`src/hdl/psa_pkg.sv`:
```
package psa_pkg;

  // Amount format
  localparam int POUND_BITS     = 32;
  localparam int DIV_FRAC_BITS  = 8;
  localparam int SH_W           = 5;
  localparam int PE_W           = 4;
  localparam int FAC_W          = 16;
  localparam int DIV_W          = 24;
  localparam int RES_POUNDS_W   = 32;

  localparam int PENCE_PER_SHILLING  = 12;
  localparam int SHILLINGS_PER_POUND = 20;
  localparam int PENCE_PER_POUND     = 240;

  // Quotient by twelve for values below 240: (x * 171) >> 11
  localparam int DIV12_MUL   = 171;
  localparam int DIV12_SHIFT = 11;
  localparam int DIV12_W     = 16;

  // Internal widths
  localparam int SMALL_W   = 9;                         // sub-pound pence, up to 387
  localparam int SUM_W     = SMALL_W + 1;               // sum of two sub-pound parts
  localparam int REM_W     = 8;                         // pence below one pound
  localparam int TOT_W     = POUND_BITS + REM_W;        // whole amount in pence
  localparam int MUL_W     = POUND_BITS + FAC_W;
  localparam int PRE_W     = MUL_W + 1;
  localparam int XA_W      = TOT_W + DIV_FRAC_BITS;
  localparam int XB_W      = SMALL_W + FAC_W;
  localparam int X_W       = (XA_W > XB_W) ? XA_W : XB_W;
  localparam int DSR_W     = DIV_W + REM_W;             // divisor times 240
  localparam int NSTG      = 1 + X_W + REM_W;

  // Transaction layout
  localparam int IN_TDATA_W  = 128;
  localparam int IN_TUSER_W  = 2;
  localparam int OUT_TDATA_W = 48;
  localparam int OUT_TUSER_W = 2;

  // Queue between front and back
  localparam int Q_DEPTH = 2;
  localparam int Q_PTR_W = 1;
  localparam int Q_CNT_W = 2;

  typedef logic [POUND_BITS-1:0] pounds_t;
  typedef logic [SMALL_W-1:0]    small_t;

  typedef enum logic [1:0] {
    OP_ADD = 2'd0,
    OP_SUB = 2'd1,
    OP_MUL = 2'd2,
    OP_DIV = 2'd3
  } op_t;

  typedef enum logic [1:0] {
    ST_OK   = 2'd0,
    ST_NEG  = 2'd1,
    ST_DIVZ = 2'd2,
    ST_OVF  = 2'd3
  } status_t;

  typedef struct packed {
    op_t                 op;
    pounds_t             ap;
    pounds_t             bp;
    small_t              as;
    small_t              bs;
    logic [FAC_W-1:0]    f;
    logic [DIV_W-1:0]    dv;
    logic                dz;
  } front_t;

  typedef struct packed {
    op_t                 op;
    logic                dz;
    logic [PRE_W-1:0]    pre;
    logic [REM_W-1:0]    pre_small;
    logic [X_W-1:0]      xq;
    logic [DSR_W-1:0]    rem;
    logic [DSR_W-1:0]    dsr;
    logic [DIV_W-1:0]    dv;
    logic [DIV_W-1:0]    r2;
    logic [REM_W-1:0]    rlo;
    logic [REM_W-1:0]    q2;
  } lane_t;

  typedef struct packed {
    logic [RES_POUNDS_W-1:0] pounds;
    logic [SH_W-1:0]         sh;
    logic [PE_W-1:0]         pe;
    status_t                 st;
  } res_t;

endpackage

```
`src/hdl/psa_front.sv`:
```
module psa_front (
  input  logic                                clk,
  input  logic                                rst_n,
  input  logic                                in_tvalid,
  output logic                                in_tready,
  input  logic [psa_pkg::IN_TDATA_W-1:0]      in_tdata,
  input  logic [psa_pkg::IN_TUSER_W-1:0]      in_tuser,
  output logic                                f_valid,
  input  logic                                f_ready,
  output psa_pkg::front_t                     f_data
);

  logic            front_v_r;
  logic            front_v_nxt;
  psa_pkg::front_t front_r;
  psa_pkg::front_t front_nxt;
  logic            accept;

  assign in_tready = !front_v_r || f_ready;
  assign accept    = in_tvalid && in_tready;
  assign f_valid   = front_v_r;
  assign f_data    = front_r;

  // Unpack and classify the incoming transaction
  always_comb begin
    front_nxt.op = psa_pkg::op_t'(in_tuser);
    front_nxt.ap = psa_pkg::pounds_t'(in_tdata[31:0]);
    front_nxt.as = psa_pkg::small_t'(in_tdata[36:32])
                   * psa_pkg::small_t'(psa_pkg::PENCE_PER_SHILLING)
                   + psa_pkg::small_t'(in_tdata[40:37]);
    front_nxt.bp = psa_pkg::pounds_t'(in_tdata[72:41]);
    front_nxt.bs = psa_pkg::small_t'(in_tdata[77:73])
                   * psa_pkg::small_t'(psa_pkg::PENCE_PER_SHILLING)
                   + psa_pkg::small_t'(in_tdata[81:78]);
    front_nxt.f  = in_tdata[97:82];
    front_nxt.dv = in_tdata[121:98];
    front_nxt.dz = (in_tdata[121:98] == '0);
  end

  always_comb begin
    front_v_nxt = front_v_r;
    if (accept) begin
      front_v_nxt = 1'b1;
    end else if (f_ready) begin
      front_v_nxt = 1'b0;
    end
  end

  always_ff @(posedge clk) begin
    if (!rst_n) begin
      front_v_r <= 1'b0;
    end else begin
      front_v_r <= front_v_nxt;
    end
  end

  // Hold the payload until the queue takes it
  always_ff @(posedge clk) begin
    if (accept) begin
      front_r <= front_nxt;
    end
  end

endmodule

```
`config.mk`:
```
export PLATFORM = sky130hd
export DESIGN_NAME = psa_front
export DESIGN_NICKNAME = d
export VERILOG_FILES = /design/src/hdl/psa_pkg.sv /design/src/hdl/psa_front.sv
export SDC_FILE = /design/constraint.sdc
export NUM_CORES = 1
export LEC_CHECK = 0
export BUFFER_PORTS_ARGS = -buffer_cell sky130_fd_sc_hd__buf_4
export CORE_ASPECT_RATIO = 1.4
export CORE_UTILIZATION = 44
export DETAILED_ROUTE_END_ITERATION = 16
export PLACE_DENSITY = 0.83
export SKIP_CTS_REPAIR_TIMING = 1
export SLEW_MARGIN = 20
export SYNTH_ARGS = -nofsm -noshare
export SYNTH_HDL_FRONTEND = slang
export SYNTH_SLANG_ARGS = --single-unit
```
`constraint.sdc`:
```
create_clock -name clk -period 4.9 [get_ports clk]
set_input_delay 0.245 -clock clk [delete_from_list [all_inputs] [get_ports clk]]
set_output_delay 0.245 -clock clk [all_outputs]
set_load 0.03 [all_outputs]
```
==> run metrics <==
DRC Markers=0; largest family of logic cells by synthesized area=adder cells; hpwl dp=~8900 microns; Net Count, Synth=approximately 380; part of the cycle the worst path needs=0.463; Slew HR=0.354; cell row count=43; layout cells sized above 1=0.565; Placer Congestion=0.742; die area=10,800 sq um; Synth Area in Simple Gates=0.0377; mux contribution to synthesized area=0.00437; xor and xnor area share after synthesis=0.0303; share of the yosys chip area belonging to registers=0.823; LEAKAGE=~0.0031 uW; Antenna diodes=0; Final Hold Vio Count=0; core footprint=between 10,000 and 15,000 sq um; layout net count=658; outcome=complete, no violations; H-tree level count=4; Seq pwr share=0.436; RSZ-0062 raised after global routing=false; clock power share=0.409; wire per inst=17.9 microns; vias in the first global route=3,047; most frequent cells in the layout=buf_4 (255), edfxtp_1 (125), ha_1 (17), clkbuf_16 (17), dlygate4sd3_1 (9); Comb pwr share=0.155; total wire length=11,600 microns; adder-cell share of the synthesized area=0.0639; max-cap violations=0; clk_skew=between 0.004 and 0.005 ns; CTS buffer count=17; Hold Path Class=in -> reg; critical path capture point type=flop; post-DR vias/cell=around 4.7; Via Count=slightly above 3,000; Final Critical Period=between 2 and 2.5 ns; Sw Share=0.240; Total Neg Setup Slack=0 ns; Internal Power=2260 uW; commonest non-fill, non-tap cell in the layout=buf_4; final setup fails=0; Slew Limit Fails=0; crit-path max FO=77; Warnings, synthesis=0; ys async rst share=0; clk sinks=between 100 and 150; largest net degree at the start of global routing=between 70 and 80; Post-Syn Area=~4600 sq um; critical-path cell list=nand2b_1, and2_4, buf_4; antenna viol nets, final=0; CTS tree=yes; FF+latch count, synth=between 100 and 150; Max Fclk=between 400 and 500 MHz; post-synthesis cell count=220; First DRT Iteration DRCs=about 170; CP max stage delay=between 0.8 and 0.9 ns; GR Util All Layers=0.214; initial core utilization=0.458; global-route wire length before repair=~16,000 microns; Distinct cells, synth=34; final core area utilization=0.733; IO Pins=261; Most used DFF post-synth=edfxtp_1; Startpoint Class=flop; number of synthesized flops with an enable pin=between 100 and 150; PD cells=between 400 and 500 nW/um^2; Reg clk slew, reported paths=approximately 0.06 ns; grt ovf=0; buffers added on ports=254; compound-gate portion of the synthesized area=0.0339; crit path DAT=approximately 2.3 ns; Syn Area/Cell=~21 sq um; DR pass1 iterations=4; Area Overhead vs Synth=60.1%; initial antenna violation count=0; maximum buffer depth of the clock tree=2; CTS root buffer=clkbuf_16; critical path class=reg -> reg; worst path required time=roughly 5 ns; peak supply drop=roughly 0.28 mV; Clk Latency, worst-skew pair=about 0.40 ns; critical path's slowest cell=and2_4; Worst-Margin Slew=between 0.9 and 1 ns; DIE WIDTH=roughly 88 microns; Die Ht=about 120 microns; NetSw=about 720 uW
-- stage by stage --
stage                     instance area, sq um  hold WS [ns]  worst slack (ns)  total power, uW  cells
after floorplan                           4580         0.344             0.744             1560    220
after global placement                    6670         0.423              2.60             1760    610
after detailed placement                  6670         0.424              2.56             1780    610
after CTS                                 7250      -0.00254              2.61             3000    641
after global routing                      7340      -0.00115              2.44             3070    650
final                                     7340        0.0148              2.63             2980    650
-- layout make-up --
cell class              instances  area, sq um
clock buffers                  19          433
clock inverters                12          145
fillers                       661         2670
inverters                       8         30.0
multi-input cells              86          782
flip-flops and latches        126         3770
well taps                     135          169
repair buffers                264         2000
-- kinds of logic (layout without fill, tap and decap cells) --
family,count (synthesis),in the layout
AO/OA/AOI/OAI,20,20
AND/OR/NAND/NOR,28,28
adder cells (fa/ha/maj),21,21
flip-flops,126,126
XOR/XNOR,15,15
multiplexers,2,2
buffers and inverters,8,303
-- per-layer routing --
| metal | vias to the layer above | part of all wire | GRT usage |
|---|---|---|---|
| li1 | 1425 | - | - |
| met1 | 1451 | 0.32 | 0.210 |
| met2 | 166 | 0.55 | 0.376 |
| met3 | 21 | 0.11 | 0.0921 |
| met4 | 0 | 0.025 | 0.108 |
| met5 | - | 0 | 0 |
-- path summary, 6_finish.rpt --
path                   startpoint                    to  slack [ns]  cells after the start
min                  in_tdata[95]  f_data[38]$_DFFE_PP_        0.01                      1
max          f_valid$_SDFFE_PN0P_  f_data[21]$_DFFE_PP_        2.63                      3
max reg2reg  f_valid$_SDFFE_PN0P_  f_data[21]$_DFFE_PP_        2.63                      3
min reg2reg  f_valid$_SDFFE_PN0P_  f_valid$_SDFFE_PN0P_        0.56                      2
-- state kept, by name, indices dropped and copies added (netlist names) --
name / count
f_data: 125
f_valid: 1
-- power groups by stage --
stage	Combinational (uW)	Clock, uW	Sequential, uW
CTS	459	1240	1300
floorplan	96.9	0	1470
finish	462	1220	1300
global placement	446	0	1320
global route	491	1280	1300
detailed placement	458	0	1320
-- critical path: cells and delay by family (launching register included) --
family	cells	cell delay, ns
and+or+nand+nor	2	0.92
buffers and inverters	1	0.65
DFF	1	0.31
-- Yosys cell counts, drive strengths merged (2+ instances only) --
library cell | number | area (sq um)
edfxtp | 125 | 3750
ha | 17 | 213
inv | 8 | 30.0
xnor2 | 8 | 70.1
nor4 | 7 | 43.8
xor2 | 7 | 68.8
nand2 | 6 | 22.5
a21o | 5 | 37.5
a21oi | 5 | 36.3
fa | 4 | 80.1
nor2b | 3 | 18.8
mux2i | 2 | 20.0
nand3 | 2 | 15.0
nor2 | 2 | 7.51
nor3b | 2 | 25.0
o21bai | 2 | 15.0
(Power assumes the default switching activity.)
