--- src/hdl/psa_pkg.sv ---
package psa_pkg;

  // Amount format
  localparam int POUND_BITS     = 32;
  localparam int DIV_FRAC_BITS  = 8;
  localparam int SH_W           = 5;
  localparam int PE_W           = 4;
  localparam int FAC_W          = 16;
  localparam int DIV_W          = 24;
  localparam int RES_POUNDS_W   = 32;

  localparam int PENCE_PER_SHILLING  = 12;
  localparam int SHILLINGS_PER_POUND = 20;
  localparam int PENCE_PER_POUND     = 240;

  // Quotient by twelve for values below 240: (x * 171) >> 11
  localparam int DIV12_MUL   = 171;
  localparam int DIV12_SHIFT = 11;
  localparam int DIV12_W     = 16;

  // Internal widths
  localparam int SMALL_W   = 9;                         // sub-pound pence, up to 387
  localparam int SUM_W     = SMALL_W + 1;               // sum of two sub-pound parts
  localparam int REM_W     = 8;                         // pence below one pound
  localparam int TOT_W     = POUND_BITS + REM_W;        // whole amount in pence
  localparam int MUL_W     = POUND_BITS + FAC_W;
  localparam int PRE_W     = MUL_W + 1;
  localparam int XA_W      = TOT_W + DIV_FRAC_BITS;
  localparam int XB_W      = SMALL_W + FAC_W;
  localparam int X_W       = (XA_W > XB_W) ? XA_W : XB_W;
  localparam int DSR_W     = DIV_W + REM_W;             // divisor times 240
  localparam int NSTG      = 1 + X_W + REM_W;

  // Transaction layout
  localparam int IN_TDATA_W  = 128;
  localparam int IN_TUSER_W  = 2;
  localparam int OUT_TDATA_W = 48;
  localparam int OUT_TUSER_W = 2;

  // Queue between front and back
  localparam int Q_DEPTH = 2;
  localparam int Q_PTR_W = 1;
  localparam int Q_CNT_W = 2;

  typedef logic [POUND_BITS-1:0] pounds_t;
  typedef logic [SMALL_W-1:0]    small_t;

  typedef enum logic [1:0] {
    OP_ADD = 2'd0,
    OP_SUB = 2'd1,
    OP_MUL = 2'd2,
    OP_DIV = 2'd3
  } op_t;

  typedef enum logic [1:0] {
    ST_OK   = 2'd0,
    ST_NEG  = 2'd1,
    ST_DIVZ = 2'd2,
    ST_OVF  = 2'd3
  } status_t;

  typedef struct packed {
    op_t                 op;
    pounds_t             ap;
    pounds_t             bp;
    small_t              as;
    small_t              bs;
    logic [FAC_W-1:0]    f;
    logic [DIV_W-1:0]    dv;
    logic                dz;
  } front_t;

  typedef struct packed {
    op_t                 op;
    logic                dz;
    logic [PRE_W-1:0]    pre;
    logic [REM_W-1:0]    pre_small;
    logic [X_W-1:0]      xq;
    logic [DSR_W-1:0]    rem;
    logic [DSR_W-1:0]    dsr;
    logic [DIV_W-1:0]    dv;
    logic [DIV_W-1:0]    r2;
    logic [REM_W-1:0]    rlo;
    logic [REM_W-1:0]    q2;
  } lane_t;

  typedef struct packed {
    logic [RES_POUNDS_W-1:0] pounds;
    logic [SH_W-1:0]         sh;
    logic [PE_W-1:0]         pe;
    status_t                 st;
  } res_t;

endpackage

--- src/hdl/psa_queue.sv ---
module psa_queue (
  input  logic            clk,
  input  logic            rst_n,
  input  logic            push_valid,
  output logic            push_ready,
  input  psa_pkg::front_t push_data,
  output logic            pop_valid,
  input  logic            pop,
  output psa_pkg::front_t pop_data
);

  psa_pkg::front_t                 mem_r [psa_pkg::Q_DEPTH];
  logic [psa_pkg::Q_PTR_W-1:0]     wr_ptr_r;
  logic [psa_pkg::Q_PTR_W-1:0]     rd_ptr_r;
  logic [psa_pkg::Q_CNT_W-1:0]     count_r;
  logic [psa_pkg::Q_CNT_W-1:0]     count_nxt;
  logic                            do_push;
  logic                            do_pop;

  assign push_ready = (count_r != psa_pkg::Q_CNT_W'(psa_pkg::Q_DEPTH));
  assign pop_valid  = (count_r != '0);
  assign pop_data   = mem_r[rd_ptr_r];
  assign do_push    = push_valid && push_ready;
  assign do_pop     = pop && pop_valid;

  always_comb begin
    count_nxt = count_r;
    if (do_push && !do_pop) begin
      count_nxt = count_r + psa_pkg::Q_CNT_W'(1);
    end else if (do_pop && !do_push) begin
      count_nxt = count_r - psa_pkg::Q_CNT_W'(1);
    end
  end

  // Advance pointers and occupancy
  always_ff @(posedge clk) begin
    if (!rst_n) begin
      wr_ptr_r <= '0;
      rd_ptr_r <= '0;
      count_r  <= '0;
    end else begin
      count_r <= count_nxt;
      if (do_push) begin
        wr_ptr_r <= wr_ptr_r + 1'b1;
      end
      if (do_pop) begin
        rd_ptr_r <= rd_ptr_r + 1'b1;
      end
    end
  end

  always_ff @(posedge clk) begin
    if (do_push) begin
      mem_r[wr_ptr_r] <= push_data;
    end
  end

endmodule

--- config.mk ---
export PLATFORM = sky130hd
export DESIGN_NAME = psa_queue
export DESIGN_NICKNAME = d
export VERILOG_FILES = /design/src/hdl/psa_pkg.sv /design/src/hdl/psa_queue.sv
export SDC_FILE = /design/constraint.sdc
export NUM_CORES = 1
export LEC_CHECK = 0
export BUFFER_PORTS_ARGS = -buffer_cell sky130_fd_sc_hd__buf_2
export CORE_MARGIN = 1
export CORE_UTILIZATION = 52
export DETAILED_ROUTE_END_ITERATION = 12
export GPL_ROUTABILITY_DRIVEN = 0
export PLACE_DENSITY = 0.84
export SYNTH_ARGS = -nofsm -noshare
export SYNTH_HDL_FRONTEND = slang
export SYNTH_SLANG_ARGS = --single-unit
--- constraint.sdc ---
create_clock -name clk -period 6.4 [get_ports clk]
set_input_delay 1.6 -clock clk [delete_from_list [all_inputs] [get_ports clk]]
set_output_delay 1.6 -clock clk [all_outputs]
set_load 0.02 [all_outputs]
==> flow_metrics.py <==
metrics = {
    "run_status": {
        "status": "completed",
    },
    "synth": {
        "synthFlopType": "edfxtp_1",
        "ys_ff_latch": 255,
        "synth_area_sq_mm": 0.00946,
        "ys_async_sr_fraction": 0,
        "synth_edf_count": 250,
        "synth_top_area_share": 0.794,
        "synth.avg_cell_area_sq_um": 22.9,
        "synth_commonest_cells": "edfxtp_1 (250), mux2_2 (75), mux2_4 (50)",
        "synth_cell_types": 21,
        "synth_nets": 543,
        "synth_area_leaders": "edfxtp_1 (79%), mux2_2 (8.9%), mux2_4 (7.9%), dfxtp_1 (1.1%), buf_6 (0.83%)",
        "ys_warn_count": 0,
        "post-synth-top-count-cell": "edfxtp_1",
        "synth.largest_area_cell": "edfxtp_1",
        "syn_inst": 413,
        "seq_area_frac_synth": 0.804,
    },
    "power_and_ir_drop": {
        "power_density_mw_per_mm2": 416,
        "power_frac_comb": 0.262,
        "sequentialPowerShare": 0.449,
        "swShare": 0.289,
        "vdd.ir_drop.worst_mv": 0.315,
        "power_switching_w": 0.00141,
        "p_leak_nw": 4.48,
        "p_total_w": 0.00489,
        "p_int_w": 0.00348,
        "clkPwrFrac": 0.289,
    },
    "clock_network": {
        "cts_hold_buf": 0,
        "post_cts_buffers": 0,
        "tritoncts": "built",
        "htreeDepth": 1,
        "clk_pin_slew_worst_paths_ns": 0.06,
        "cts.sinks": 255,
        "numCtsBuffers": 25,
        "clk_path_buf_depth": 3,
        "worstSkewPairLatency_ns": 0.51,
        "ctsResizeCount": 0,
        "cts_root_buf": "clkbuf_16",
    },
    "place": {
        "pre_cts_slack_ns": 2.60,
        "hpwlAfterDp_um": 11600,
        "port-buffer-count": 255,
    },
    "timing": {
        "fin_crit_ns": 4.15,
        "slew_viol_final": 0,
        "worst_slew_pin_slew_ns": 1.13,
        "fin_crit_sh": 0.648,
        "fmax_mhz": 241,
        "rsz0062_at_grt": "no",
        "fin_skew_ns": 0.0195,
        "slew_headroom": 0.249,
        "worst_slack_ns": 2.25,
        "hold_viol": 0,
        "finalSetupViolations": 0,
        "fin_setup_tns_ns": 0,
    },
    "drt": {
        "wl_per_cell_um": 18.7,
        "drt-initial-drc-count": 266,
        "drc": 0,
        "vias": 4793,
        "postRouteAntennaNets": 0,
        "viasPerCell": 5.16,
        "first_pass_iters": 4,
        "drt_wl_total_um": 17400,
    },
    "final_layout": {
        "multi_input_area_sq_mm": 0.00174,
        "seqCellArea_sq_mm": 0.00761,
        "layout.nets": 814,
        "syn_to_final_growth_pct": 24.2,
        "fillers": 1179,
        "drive_above_1_share": 0.603,
    },
    "min_path": {
        "worstHoldPathType": "reg -> reg",
    },
    "floorplan": {
        "dieHeight_um": 137,
        "rows": 48,
        "dieArea_sq_mm": 0.0187,
        "start_util": 0.539,
        "die_w_um": 137,
        "io_pins": 256,
        "core_area_sq_mm": 0.0175,
    },
    "global_route": {
        "grt_pass1_wl_um": 25800,
        "first_global_vias": 4997,
        "grt_max_degree": 86,
        "overflow": 0,
        "grtUsageTotal": 0.182,
        "antenna_found_initial": 1,
    },
    "job": {
        "max-cap-violations": 0,
    },
    "worst_setup_path": {
        "cp.required_ns": 4.80,
        "cp_max_fo": 76,
        "cp-start-kind": "register",
        "cp-end-kind": "output pin",
        "critical_path_class": "reg -> out",
        "cp.arrival_ns": 2.55,
    },
}
[routing by layer]
layer / vias to the layer above / share of wire / GRT usage
met1: 2359 / 0.38 / 0.214
met2: 212 / 0.51 / 0.319
met3: 33 / 0.086 / 0.0556
met4: 0 / 0.025 / 0.0592
met5: - / 0 / 0
li1: 2189 / - / -
[through the flow]
stage / hold slack (ns) / utilization / area [sq um] / cells
detailed placement: 0.554 / 0.624 / 10900 / 882
CTS: 0.562 / 0.670 / 11700 / 928
finish: 0.562 / 0.670 / 11800 / 929
global placement: 0.525 / 0.624 / 10900 / 882
global route: 0.610 / 0.670 / 11700 / 928
floorplan: 0.512 / - / 9460 / 413
[layout make-up]
class	count	share of cell area
Sequential cell	255	0.648
Multi-Input combinational cell	143	0.148
Timing Repair Buffer	258	0.112
Clock buffer	29	0.0545
Tap cell	225	0.0240
Clock inverter	17	0.0135
Inverter	1	0.000532
Antenna cell	1	0.000213
[power by group through the flow]
stage	clock, W	combinational, W	sequential, W
finish	0.00141	0.00128	0.00220
global route	0.00151	0.00137	0.00222
CTS	0.00145	0.00130	0.00220
detailed placement	0	0.00130	0.00223
global placement	0	0.00127	0.00221
floorplan	0	0.000977	0.00218
[logic make-up after synthesis]
logic type / count (synthesis) / share of synthesized area
compound gates: 5 / 0.00370
xor+xnor: 3 / 0.00278
fa+ha+maj: 1 / 0.00132
buf+inv: 15 / 0.0124
flops: 255 / 0.804
mux: 125 / 0.169
simple gates: 9 / 0.00688
[placed cells by master (no fill, tap or decap), types with 2 or more instances in the layout]
cell       instances
dfxtp_1            4
edfxtp_1         250
clkinv_1           7
buf_2            255
xnor2_1            2
mux2_2            75
mux2_4            50
bufinv_16          3
inv_6              2
clkbuf_1           4
clkbuf_16         25
and2_1             4
buf_4              2
clkinv_2           5
[sequential cells by signal, indices dropped and copies added, names as in the netlist, named ones only]
signal	count
count_r	2
mem_r	250
rd_ptr_r	1
wr_ptr_r	1
[worst max-delay path, stage by stage, from the launching register on]
cell and delay (ns):
dfxtp_4 0.88, buf_12 0.45, mux2_2 0.41, buf_2 0.16
[path summary, 6_finish.rpt]
kind | from | to | slack [ns] | depth (start not counted)
min | count_r[1] | count_r[1] | 0.56 | 2
max | register | pop_data[46] | 2.25 | 3
min reg2reg | count_r[1] | count_r[1] | 0.56 | 2
max reg2reg | count_r[0] | mem_r[1][26] | 3.74 | 3
(Power assumes the default switching activity.)
